### config.mk
export PLATFORM = sky130hd
export DESIGN_NAME = spritz_stream_cipher_flat
export DESIGN_NICKNAME = d
export VERILOG_FILES = /design/src/rtl/spc_pkg.sv /design/src/rtl/spc_in_if.sv /design/src/rtl/spc_out_if.sv /design/src/rtl/spc_ram.sv /design/src/rtl/spc_cfg.sv /design/src/rtl/spc_engine.sv /design/src/rtl/spritz_stream_cipher.sv /design/src/flat_wrapper.sv
export SDC_FILE = /design/constraint.sdc
export NUM_CORES = 2
export LEC_CHECK = 0
export BUFFER_PORTS_ARGS = -buffer_cell sky130_fd_sc_hd__buf_2
export CAP_MARGIN = 20
export CORE_ASPECT_RATIO = 1.5
export CORE_MARGIN = 8
export CORE_UTILIZATION = 35
export CTS_CLUSTER_DIAMETER = 100
export DETAILED_ROUTE_END_ITERATION = 6
export GPL_ROUTABILITY_DRIVEN = 0
export PLACE_DENSITY = 0.56
export SYNTH_ARGS = -nofsm -noshare
export SYNTH_HDL_FRONTEND = slang
export SYNTH_HIERARCHICAL = 1
export SYNTH_SLANG_ARGS = --single-unit
### constraint.sdc
create_clock -name clk -period 6.99 [get_ports clk]
set_input_delay 1.0485 -clock clk [delete_from_list [all_inputs] [get_ports clk]]
set_output_delay 1.0485 -clock clk [all_outputs]
set_load 0.05 [all_outputs]
### src/rtl/spc_pkg.sv
package spc_pkg;

  localparam int KEY_DEPTH = 256;
  localparam int KEY_AW = (KEY_DEPTH > 1) ? $clog2(KEY_DEPTH) : 1;
  localparam int KLEN_W = $clog2(KEY_DEPTH + 1);
  localparam int PERM_DEPTH = 256;
  localparam int APB_AW = 3;

  localparam logic REG_STRIDE = 1'b0;

  localparam logic OP_KEY = 1'b0;
  localparam logic OP_DATA = 1'b1;

  typedef struct packed {
    logic       we;
    logic [7:0] addr;
    logic [7:0] wdata;
  } perm_req_t;

  typedef struct packed {
    logic              we;
    logic [KEY_AW-1:0] addr;
    logic [7:0]        wdata;
  } key_req_t;

  typedef struct packed {
    logic [7:0] stride;
  } cfg_t;

endpackage

### src/rtl/spc_in_if.sv
interface spc_in_if;
  logic       valid;
  logic       ready;
  logic       op;
  logic [7:0] value;
  logic       final_key;

  modport source (output valid, output op, output value, output final_key, input ready);
  modport sink (input valid, input op, input value, input final_key, output ready);
endinterface

### src/rtl/spc_out_if.sv
interface spc_out_if;
  logic       valid;
  logic       ready;
  logic [7:0] cipher_out;

  modport source (output valid, output cipher_out, input ready);
  modport sink (input valid, input cipher_out, output ready);
endinterface

### src/rtl/spc_ram.sv
module spc_ram #(
  parameter int WIDTH = 8,
  parameter int DEPTH = 256,
  localparam int AW = (DEPTH > 1) ? $clog2(DEPTH) : 1
) (
  input  logic             clk,
  input  logic             we,
  input  logic [AW-1:0]    addr,
  input  logic [WIDTH-1:0] wdata,
  output logic [WIDTH-1:0] rdata
);

  logic [WIDTH-1:0] mem [DEPTH];

  always_ff @(posedge clk) begin
    if (we) begin
      mem[addr] <= wdata;
    end
    rdata <= mem[addr];
  end

endmodule

### src/rtl/spc_cfg.sv
module spc_cfg (
  input  logic                       clk,
  input  logic                       rst,
  input  logic                       psel,
  input  logic                       penable,
  input  logic                       pwrite,
  input  logic [spc_pkg::APB_AW-1:0] paddr,
  input  logic [31:0]                pwdata,
  output logic [31:0]                prdata,
  output logic                       pready,
  output spc_pkg::cfg_t              cfg
);

  logic [7:0] stride;
  logic       wr_en;

  assign pready = 1'b1;
  assign wr_en = psel & penable & pwrite;

  always_ff @(posedge clk) begin
    if (rst) begin
      stride <= 8'd1;
    end else if (wr_en && paddr[2] == spc_pkg::REG_STRIDE) begin
      stride <= pwdata[7:0];
    end
  end

  always_comb begin
    prdata = 32'd0;
    if (paddr[2] == spc_pkg::REG_STRIDE) begin
      prdata = {24'd0, stride};
    end
  end

  assign cfg.stride = stride | 8'd1;

endmodule

### src/rtl/spc_engine.sv
module spc_engine (
  input  logic                clk,
  input  logic                rst,
  input  spc_pkg::cfg_t       cfg,
  spc_in_if.sink              din,
  spc_out_if.source           dout,
  output spc_pkg::perm_req_t  perm_req,
  input  logic [7:0]          perm_rdata,
  output spc_pkg::key_req_t   key_req,
  input  logic [7:0]          key_rdata
);

  typedef enum logic [3:0] {
    S_IDLE, S_KINIT, S_KRD, S_KSUM, S_KW1, S_KW2,
    S_DRI, S_DRJ, S_DRK, S_DW1, S_DW2, S_DZ1, S_DZ2, S_DZ3, S_DOUT, S_DSEND
  } state_t;

  state_t                     state;
  logic [7:0]                 idx_i;
  logic [7:0]                 idx_j;
  logic [7:0]                 idx_k;
  logic [7:0]                 prev_draw;
  logic [spc_pkg::KLEN_W-1:0] key_len;
  logic [7:0]                 n;
  logic [7:0]                 jj;
  logic [spc_pkg::KEY_AW-1:0] kidx;
  logic [7:0]                 held;
  logic [7:0]                 data_val;
  logic [7:0]                 res;
  logic                       out_valid;
  logic [7:0]                 out_data;

  logic                       accept;
  logic                       key_room;
  logic [spc_pkg::KLEN_W-1:0] key_len_next;
  logic [7:0]                 jj_next;
  logic [7:0]                 result;
  logic                       out_free;
  logic                       out_load;

  assign din.ready = (state == S_IDLE);
  assign accept = din.valid & din.ready;
  assign key_room = key_len < spc_pkg::KLEN_W'(spc_pkg::KEY_DEPTH);
  assign key_len_next = key_room ? key_len + spc_pkg::KLEN_W'(1) : key_len;
  assign jj_next = jj + perm_rdata + key_rdata;
  assign result = data_val ^ perm_rdata;
  assign out_free = !out_valid || dout.ready;
  assign out_load = ((state == S_DOUT) || (state == S_DSEND)) && out_free;

  assign dout.valid = out_valid;
  assign dout.cipher_out = out_data;

  always_comb begin
    perm_req = '0;
    unique case (state)
      S_KINIT: begin
        perm_req.we = 1'b1;
        perm_req.addr = n;
        perm_req.wdata = n;
      end
      S_KRD: perm_req.addr = n;
      S_KSUM: perm_req.addr = jj_next;
      S_KW1: begin
        perm_req.we = 1'b1;
        perm_req.addr = n;
        perm_req.wdata = perm_rdata;
      end
      S_KW2: begin
        perm_req.we = 1'b1;
        perm_req.addr = jj;
        perm_req.wdata = held;
      end
      S_DRI: perm_req.addr = idx_i;
      S_DRJ: perm_req.addr = idx_j + perm_rdata;
      S_DRK: perm_req.addr = idx_k + perm_rdata;
      S_DW1: begin
        perm_req.we = 1'b1;
        perm_req.addr = idx_i;
        perm_req.wdata = perm_rdata;
      end
      S_DW2: begin
        perm_req.we = 1'b1;
        perm_req.addr = idx_j;
        perm_req.wdata = held;
      end
      S_DZ1: perm_req.addr = prev_draw + idx_k;
      S_DZ2: perm_req.addr = idx_i + perm_rdata;
      S_DZ3: perm_req.addr = idx_j + perm_rdata;
      default: perm_req = '0;
    endcase
  end

  always_comb begin
    key_req.we = 1'b0;
    key_req.addr = kidx;
    key_req.wdata = din.value;
    if (state == S_IDLE) begin
      key_req.we = accept && din.op == spc_pkg::OP_KEY && key_room;
      key_req.addr = key_len[spc_pkg::KEY_AW-1:0];
    end
  end

  always_ff @(posedge clk) begin
    if (rst) begin
      state <= S_IDLE;
      idx_i <= 8'd0;
      idx_j <= 8'd0;
      idx_k <= 8'd0;
      prev_draw <= 8'd0;
      key_len <= '0;
      n <= 8'd0;
      jj <= 8'd0;
      kidx <= '0;
      out_valid <= 1'b0;
    end else begin
      if (out_load) begin
        out_valid <= 1'b1;
      end else if (dout.ready) begin
        out_valid <= 1'b0;
      end
      unique case (state)
        S_IDLE: begin
          if (accept) begin
            if (din.op == spc_pkg::OP_KEY) begin
              key_len <= key_len_next;
              if (din.final_key) begin
                n <= 8'd0;
                state <= S_KINIT;
              end
            end else begin
              idx_i <= idx_i + cfg.stride;
              data_val <= din.value;
              state <= S_DRI;
            end
          end
        end
        S_KINIT: begin
          n <= n + 8'd1;
          if (n == 8'd255) begin
            jj <= 8'd0;
            kidx <= '0;
            state <= S_KRD;
          end
        end
        S_KRD: state <= S_KSUM;
        S_KSUM: begin
          jj <= jj_next;
          held <= perm_rdata;
          state <= S_KW1;
        end
        S_KW1: state <= S_KW2;
        S_KW2: begin
          n <= n + 8'd1;
          if (spc_pkg::KLEN_W'(kidx) + spc_pkg::KLEN_W'(1) == key_len) begin
            kidx <= '0;
          end else begin
            kidx <= kidx + spc_pkg::KEY_AW'(1);
          end
          if (n == 8'd255) begin
            idx_i <= 8'd0;
            idx_j <= 8'd0;
            idx_k <= 8'd0;
            prev_draw <= 8'd0;
            key_len <= '0;
            state <= S_IDLE;
          end else begin
            state <= S_KRD;
          end
        end
        S_DRI: state <= S_DRJ;
        S_DRJ: begin
          held <= perm_rdata;
          state <= S_DRK;
        end
        S_DRK: begin
          idx_j <= idx_k + perm_rdata;
          state <= S_DW1;
        end
        S_DW1: begin
          idx_k <= idx_i + idx_k + perm_rdata;
          state <= S_DW2;
        end
        S_DW2: state <= S_DZ1;
        S_DZ1: state <= S_DZ2;
        S_DZ2: state <= S_DZ3;
        S_DZ3: state <= S_DOUT;
        S_DOUT: begin
          prev_draw <= perm_rdata;
          res <= result;
          if (out_free) begin
            out_data <= result;
            state <= S_IDLE;
          end else begin
            state <= S_DSEND;
          end
        end
        S_DSEND: begin
          if (out_free) begin
            out_data <= res;
            state <= S_IDLE;
          end
        end
        default: state <= S_IDLE;
      endcase
    end
  end

endmodule

### src/rtl/spritz_stream_cipher.sv
// data word: DRI, DRJ, DRK, DW1, DW2, DZ1, DZ2, DZ3 each make one permutation-port access
// key word: stored if the key store has room; a final one starts 256 fill writes (KINIT),
// then 256 swap steps (KRD, KSUM, KW1, KW2); a new word is taken only back in IDLE
// reset: synchronous, clears indices, key count, output valid; stride returns to 1
// permutation and key store contents are not cleared by reset
module spritz_stream_cipher (
  input  logic                       clk,
  input  logic                       rst,
  spc_in_if.sink                     din,
  spc_out_if.source                  dout,
  input  logic                       psel,
  input  logic                       penable,
  input  logic                       pwrite,
  input  logic [spc_pkg::APB_AW-1:0] paddr,
  input  logic [31:0]                pwdata,
  output logic [31:0]                prdata,
  output logic                       pready
);

  spc_pkg::cfg_t      cfg;
  spc_pkg::perm_req_t perm_req;
  spc_pkg::key_req_t  key_req;
  logic [7:0]         perm_rdata;
  logic [7:0]         key_rdata;

  spc_cfg u_cfg (
    .clk     (clk),
    .rst     (rst),
    .psel    (psel),
    .penable (penable),
    .pwrite  (pwrite),
    .paddr   (paddr),
    .pwdata  (pwdata),
    .prdata  (prdata),
    .pready  (pready),
    .cfg     (cfg)
  );

  spc_ram #(
    .WIDTH (8),
    .DEPTH (spc_pkg::PERM_DEPTH)
  ) u_perm_ram (
    .clk   (clk),
    .we    (perm_req.we),
    .addr  (perm_req.addr),
    .wdata (perm_req.wdata),
    .rdata (perm_rdata)
  );

  spc_ram #(
    .WIDTH (8),
    .DEPTH (spc_pkg::KEY_DEPTH)
  ) u_key_ram (
    .clk   (clk),
    .we    (key_req.we),
    .addr  (key_req.addr),
    .wdata (key_req.wdata),
    .rdata (key_rdata)
  );

  spc_engine u_engine (
    .clk        (clk),
    .rst        (rst),
    .cfg        (cfg),
    .din        (din),
    .dout       (dout),
    .perm_req   (perm_req),
    .perm_rdata (perm_rdata),
    .key_req    (key_req),
    .key_rdata  (key_rdata)
  );

endmodule

### src/flat_wrapper.sv
// flat-port wrapper written by rule: the top's interface ports become plain ports
module spritz_stream_cipher_flat 
  (clk, rst, psel, penable, pwrite, paddr, pwdata, prdata, pready, din_valid, din_op, din_value, din_final_key, din_ready, dout_valid, dout_cipher_out, dout_ready);
  spc_in_if din_i ();
  spc_out_if dout_i ();
  input  logic clk;
  input  logic rst;
  input  logic psel;
  input  logic penable;
  input  logic pwrite;
  input  logic [spc_pkg::APB_AW-1:0] paddr;
  input  logic [31:0] pwdata;
  output logic [31:0] prdata;
  output logic pready;
  input wire logic [$bits(din_i.valid)-1:0] din_valid;
  input wire logic [$bits(din_i.op)-1:0] din_op;
  input wire logic [$bits(din_i.value)-1:0] din_value;
  input wire logic [$bits(din_i.final_key)-1:0] din_final_key;
  output wire logic [$bits(din_i.ready)-1:0] din_ready;
  output wire logic [$bits(dout_i.valid)-1:0] dout_valid;
  output wire logic [$bits(dout_i.cipher_out)-1:0] dout_cipher_out;
  input wire logic [$bits(dout_i.ready)-1:0] dout_ready;
  assign din_i.valid = din_valid;
  assign din_i.op = din_op;
  assign din_i.value = din_value;
  assign din_i.final_key = din_final_key;
  assign din_ready = din_i.ready;
  assign dout_valid = dout_i.valid;
  assign dout_cipher_out = dout_i.cipher_out;
  assign dout_i.ready = dout_ready;
  spritz_stream_cipher u_core (.clk(clk), .rst(rst), .din(din_i), .dout(dout_i), .psel(psel), .penable(penable), .pwrite(pwrite), .paddr(paddr), .pwdata(pwdata), .prdata(prdata), .pready(pready));
endmodule
Word level (Yosys, flattened, before mapping). Memory sizes are Yosys's and may differ from the RTL's. A register that Yosys moved wholly into a read port is not among the register bits. Cells that the tools add are included. W data, S select, Z words.

Register bits: 110. Memory bits (writable): 4096. Bits of input ports: 52. Logic and storage cells: 144. Memories kept: 2.

$add $sub $neg: 13. $lt $le $gt $ge: 1. Equality and inequality tests: 27. Muxes and demuxes: 41. Bitwise logic cells: 7. Reductions and logical operators: 38.

Memory list: u_core.u_key_ram.mem (words 256, width 8, rd ports 1, clocked after memory_dff 1, write ports 1, line spc_ram.sv:13) `logic [WIDTH-1:0] mem [DEPTH];`; u_core.u_perm_ram.mem (words 256, width 8, rd ports 1, clocked after memory_dff 1, write ports 1, line spc_ram.sv:13).

Operators by type and width (number): $pmux W8 S2 (8); $mux W8 (10); $add A8 B8 Y8 (9); $pmux W8 S9 (1); $pmux W4 S16 (1); $mux W9 (5); $eq A4 B4 Y1 const B (8); $mux W4 (6); $pmux W8 S3 (1); $reduce_and A4 Y1 (5); $pmux W9 S2 (1); $reduce_bool A2 Y1 (9); $add A8 B1 Y8 const B (2); $eq A4 B3 Y1 const B (4); $ne A2 B2 Y1 const B (7); $reduce_and A2 Y1 (7); $reduce_or A2 Y1 (6); $add A8 B1 Y9 const B (1); $add A9 B1 Y9 const B (1); $eq A9 B9 Y1 (1); $lt A9 B9 Y1 const B (1); $eq A4 B2 Y1 const B (2); $eq A8 B8 Y1 const B (1); $xor A8 B8 Y8 (1); 14 further kinds (29).

Longest topological paths before layout.
Word-level depth: 7. Mapped depth: 22. Mapped depth without buffers: 16.

By module. Netlist, hierarchy kept.

Modules (own cells, without submodules): spc_ram (instances 2, cells each 3547, area an instance 78492.8 um^2, sequential area each 61659.1 um^2); spc_engine (instances 1, cells each 780, area an instance 7201.9 um^2, sequential area each 2362.3 um^2); spc_cfg (instances 1, cells each 78, area an instance 685.7 um^2, sequential area each 160.2 um^2).

Worst setup path after synthesis. OpenSTA, ideal clock, no wires.

Path kind: flip-flop to flip-flop. From: register u_core.u_engine.state[0]. To: memory u_core.u_perm_ram.mem[0][7] (data pin). Setup time: 0.770 ns. Data arrival time: 4.196 ns. Path slack: 2.025 ns. Cell stages (with the launch flop): 7. Buffers on the path: 2. Period minus slack after synthesis: 4.965 ns. Cells stage by stage: dfxtp_1 > buf_6 > clkbuf_1 > a21oi_1 > nor2_1 > a222oi_1 > inv_1.

RTL lines: start: declaration (line spc_engine.sv:18) `state_t state;`; start signal: assignment (line spc_engine.sv:105) `state <= S_IDLE;`; start signal: assignment (line spc_engine.sv:128) `state <= S_KINIT;`; start signal: assignment (line spc_engine.sv:133) `state <= S_DRI;`; end: declaration (line spc_ram.sv:13).

==> run metrics <==
run status completed; number of enable-type register cells in the synthesized netlist 4128; main flop type after synthesis edfxtp_1; core region area 469000 um^2; post-cts gate resize count 0; element type at the critical path start flop; r2r setup slk 0.82 ns; Worst Reg-to-Reg Cells 12; endpoint type of the worst setup path flop; vertical die dimension 857 um; final WL 417 mm; hold buffer count at cts 0; critical path arrival 6.84 ns; cells traversed along the worst timing path xor2_1 > and3_1 > mux2_2 > ha_1 > a221o_4 > buf_12 > buf_12 > mux4_2 > a22oi_1 > a21oi_1 > o41ai_1 > nand4_1; sequential share of the synthesized area 76.3%; total area of multi-input combinational cells 36500 um^2; switching fraction of total power 28.1%; CP max FO 35; Port Buffer Count 43; global-route wire length before repair 605 mm; GRT Max-Usage Layer met2; terminus of the critical flop-to-flop path u_core/u_perm_ram/rdata[0]; maximum vdd ir drop 0.408 mV; Via-to-Cell Ratio 5.43; DR DRC count 0; leakage 56.2 nW; fraction of layout cells with a size suffix above 1 24.3%; register share of total power 45.5%; CTS root buf clkbuf_16; H-tree levels 5; number of maximum-capacitance violations 0; HPWL Detailed 257 mm; Clock Power Share 33.6%; DR iter-0 viols 7950; top cell type by total area after synthesis edfxtp_1; proportion of netlist area held by the largest area contributor 75.2%; most numerous cell in the Yosys netlist edfxtp_1; maximum number of pins on one net before global-route repair 196; Top-Level Pins 95; stage delay of the slowest cell on the critical path 0.83 ns; flop and latch count out of synthesis 4222; instance area after placement 174000 um^2; total internal power 46.5 mW; Synth Cell Area 165000 um^2; total via count in the routed design 80100; Power per Cell Area 346 nW/um^2; Longest Clk Path Bufs 4; Final Cell Area 187000 um^2; register area 126000 um^2; leading post-synthesis cells by cell area edfxtp_1 (75%), mux4_2 (14%), a22oi_1 (2.3%); fraction of registers with async set/reset 0%; worst skew pair latency 0.97 ns; standard cell with the maximum stage delay on the critical path o41ai_1; GRT Resource Usage Total 16.4%; worst setup timing slack at the placement stage 0.905 ns; number of different library cells in the post-synthesis netlist 82; global routing met3 resource utilization 1.98%; setup TNS 0 ns; worst hold stages 3; filler cell count 41200; share of the clock period used by the worst path after layout 88.3%; synthesis warning total 6; Required @ worst endpoint 7.66 ns; Hold/Removal Path Class in2reg; Top cell by count, worst path buf_12; critical path type reg2reg; Pwr Total 64.6 mW; shortest period the worst path allows 6.17 ns; width of the chip 576 um; sink count of the clock tree 4222; Worst Hold Margin 0.354 ns; average routed wire per standard cell 28.2 um; # Post-CTS Setup Buffers 0; Global Route met1 Usage 19.3%; total CTS buffers 406; number of nets in the final layout 8345; origin of the worst min-delay path pwdata[4]; total number of placement rows 308; Clock Skew 0.0461 ns; Max Clock Freq 162 MHz; PnR worst setup slack 0.816 ns; Slew Limit Fails 0; clock slew seen by the registers of the worst setup and hold paths 0.06 ns; Reg2Reg Launch Point u_core/u_engine/state[3]; Slew HR 17.6%; most instantiated cells after synthesis edfxtp_1 (4128), mux4_2 (1024), nor2_1 (527); unrepaired setup endpoints after global routing no; clock tree from TritonCTS built; final hold viol count 0; gate count after technology mapping 7952; Psw 18.1 mW; total global routing overflow 0; Starting Density 35.2%; endpoints failing setup 0; area growth from synthesis to final layout 13.2%; via count of the first global-routing pass 84200; number of iterations in the first detailed-routing pass 5; mean post-synth cell area 20.7 um^2; endpoint of the worst hold-timing path u_core/u_cfg/stride[4]; Die Area 494000 um^2; antenna violations before repair 4; post-route antenna net violation count 0; transition at the pin with the smallest max-transition slack 1.22 ns; Global Route met2 Usage 30.1%; proportion of power drawn by combinational gates 20.9%
==> state kept, by name, summed over array words and instances, names as in the netlist <==
| register | cells |
|---|---|
| u_core/u_engine/dout.valid | 1 |
| u_core/u_key_ram/mem | 2048 |
| u_core/u_key_ram/rdata | 8 |
| u_core/u_engine/idx_j | 8 |
| u_core/u_engine/state | 4 |
| u_core/u_cfg/stride | 8 |
| u_core/u_engine/res | 8 |
| u_core/u_engine/idx_k | 8 |
| u_core/u_engine/jj | 8 |
| u_core/u_engine/data_val | 8 |
| u_core/u_engine/idx_i | 8 |
| u_core/u_engine/dout.cipher_out | 8 |
| u_core/u_perm_ram/rdata | 8 |
| u_core/u_engine/key_len | 9 |
| u_core/u_engine/prev_draw | 8 |
| u_core/u_perm_ram/mem | 2048 |
| u_core/u_engine/n | 8 |
| u_core/u_engine/kidx | 8 |
| u_core/u_engine/held | 8 |
==> critical path, delay by kind of cell, from the launching register on <==
kind,cells,cell delay [ns]
muxes,2,0.93
buffers and inverters,2,0.66
adders and majority gates,1,0.30
xor gates and xnor gates,1,0.34
DFF,1,0.36
and+or+nand+nor,2,0.91
AOI/OAI and AO/OA,4,2.25
==> kinds of logic (layout without fill, tap and decap cells) <==
| family | Yosys count | in the layout | share of synthesized area (%) |
|---|---|---|---|
| AO/OA/AOI/OAI | 1019 | 1019 | 4.24 |
| XOR/XNOR | 59 | 59 | 0.313 |
| adder cells (fa/ha/maj) | 63 | 63 | 0.569 |
| buffers and inverters | 575 | 1154 | 1.72 |
| flip-flops | 4222 | 4222 | 76.3 |
| multiplexers | 1059 | 1059 | 14.2 |
| other | 2 | 29 | 0.00456 |
| AND/OR/NAND/NOR | 953 | 953 | 2.61 |
==> power groups by stage <==
stage	Combinational, mW	Clock, mW	Sequential (mW)
global placement	13.5	0	29.9
CTS	13.8	22.2	29.4
global route	14.3	23.1	29.4
floorplan	8.44	0	30.1
detailed placement	13.7	0	29.9
finish	13.5	21.7	29.4
==> worst max path at each step <==
stage,from,to,slack (ns),cells after the start
after floorplan,u_core/u_engine/state[0],u_core/u_perm_ram/mem[0][7],2.02,6
after global placement,u_core/u_engine/state[0],u_core/u_perm_ram/rdata[0],0.63,13
after detailed placement,u_core/u_engine/state[3],u_core/u_perm_ram/rdata[0],0.91,12
after CTS,u_core/u_engine/state[3],u_core/u_perm_ram/rdata[0],0.84,12
after global routing,u_core/u_engine/state[0],u_core/u_perm_ram/rdata[0],0.57,13
final,u_core/u_engine/state[3],u_core/u_perm_ram/rdata[0],0.82,12
==> per-layer routing <==
| layer | part of all wire, % | up-vias | wire length [um] |
|---|---|---|---|
| li1 | - | 33700 | - |
| met1 | 37 | 43200 | 152000 |
| met2 | 54 | 2463 | 223000 |
| met3 | 4.8 | 727 | 19800 |
| met4 | 5.1 | 0 | 21100 |
| met5 | 0 | - | 0 |
==> cell type report <==
cell class / instances / area share (%)
clock inverter: 253 / 1.32
clock buffer: 480 / 5.65
tap: 6200 / 4.16
inverter: 35 / 0.103
timing repair buffer: 386 / 1.78
antenna: 3 / 0.00402
multi-input combinational: 3179 / 19.6
sequential: 4222 / 67.4
==> stage by stage <==
stage          std cells  utilization [%]
6_report           14800             39.8
5_1_grt            14800             39.8
4_1_cts            14800             39.8
3_5_place_dp       14000             37.0
3_3_place_gp       14000             37.0
2_1_floorplan       7976                -
==> cell usage in the layout, fill, tap and decap left out, types with 9 or more instances in the layout <==
master         n
xor2_1        33
buf_12        35
fa_1          20
inv_6         14
clkinv_1      92
buf_4        301
edfxtp_1    4128
mux2i_1       12
nor3_1        72
buf_2         39
o21ai_0       28
a21oi_1      319
mux2_2        21
xnor2_1       26
a22oi_1      516
and2_1         9
dfxtp_1       94
nand3_1       56
ha_1          43
nor2b_1       22
and3_1        10
clkbuf_1      65
o41ai_1       64
clkbuf_16    407
inv_1         27
bufinv_16     43
clkinvlp_4     9
nand2_1      125
a222oi_1      14
clkinv_2      77
nor2_1       524
mux4_2      1024
clkinv_4       9
nand4_1       26
a22o_1        10
conb_1        26
nand2b_1      31
(Power assumes the default switching activity.)
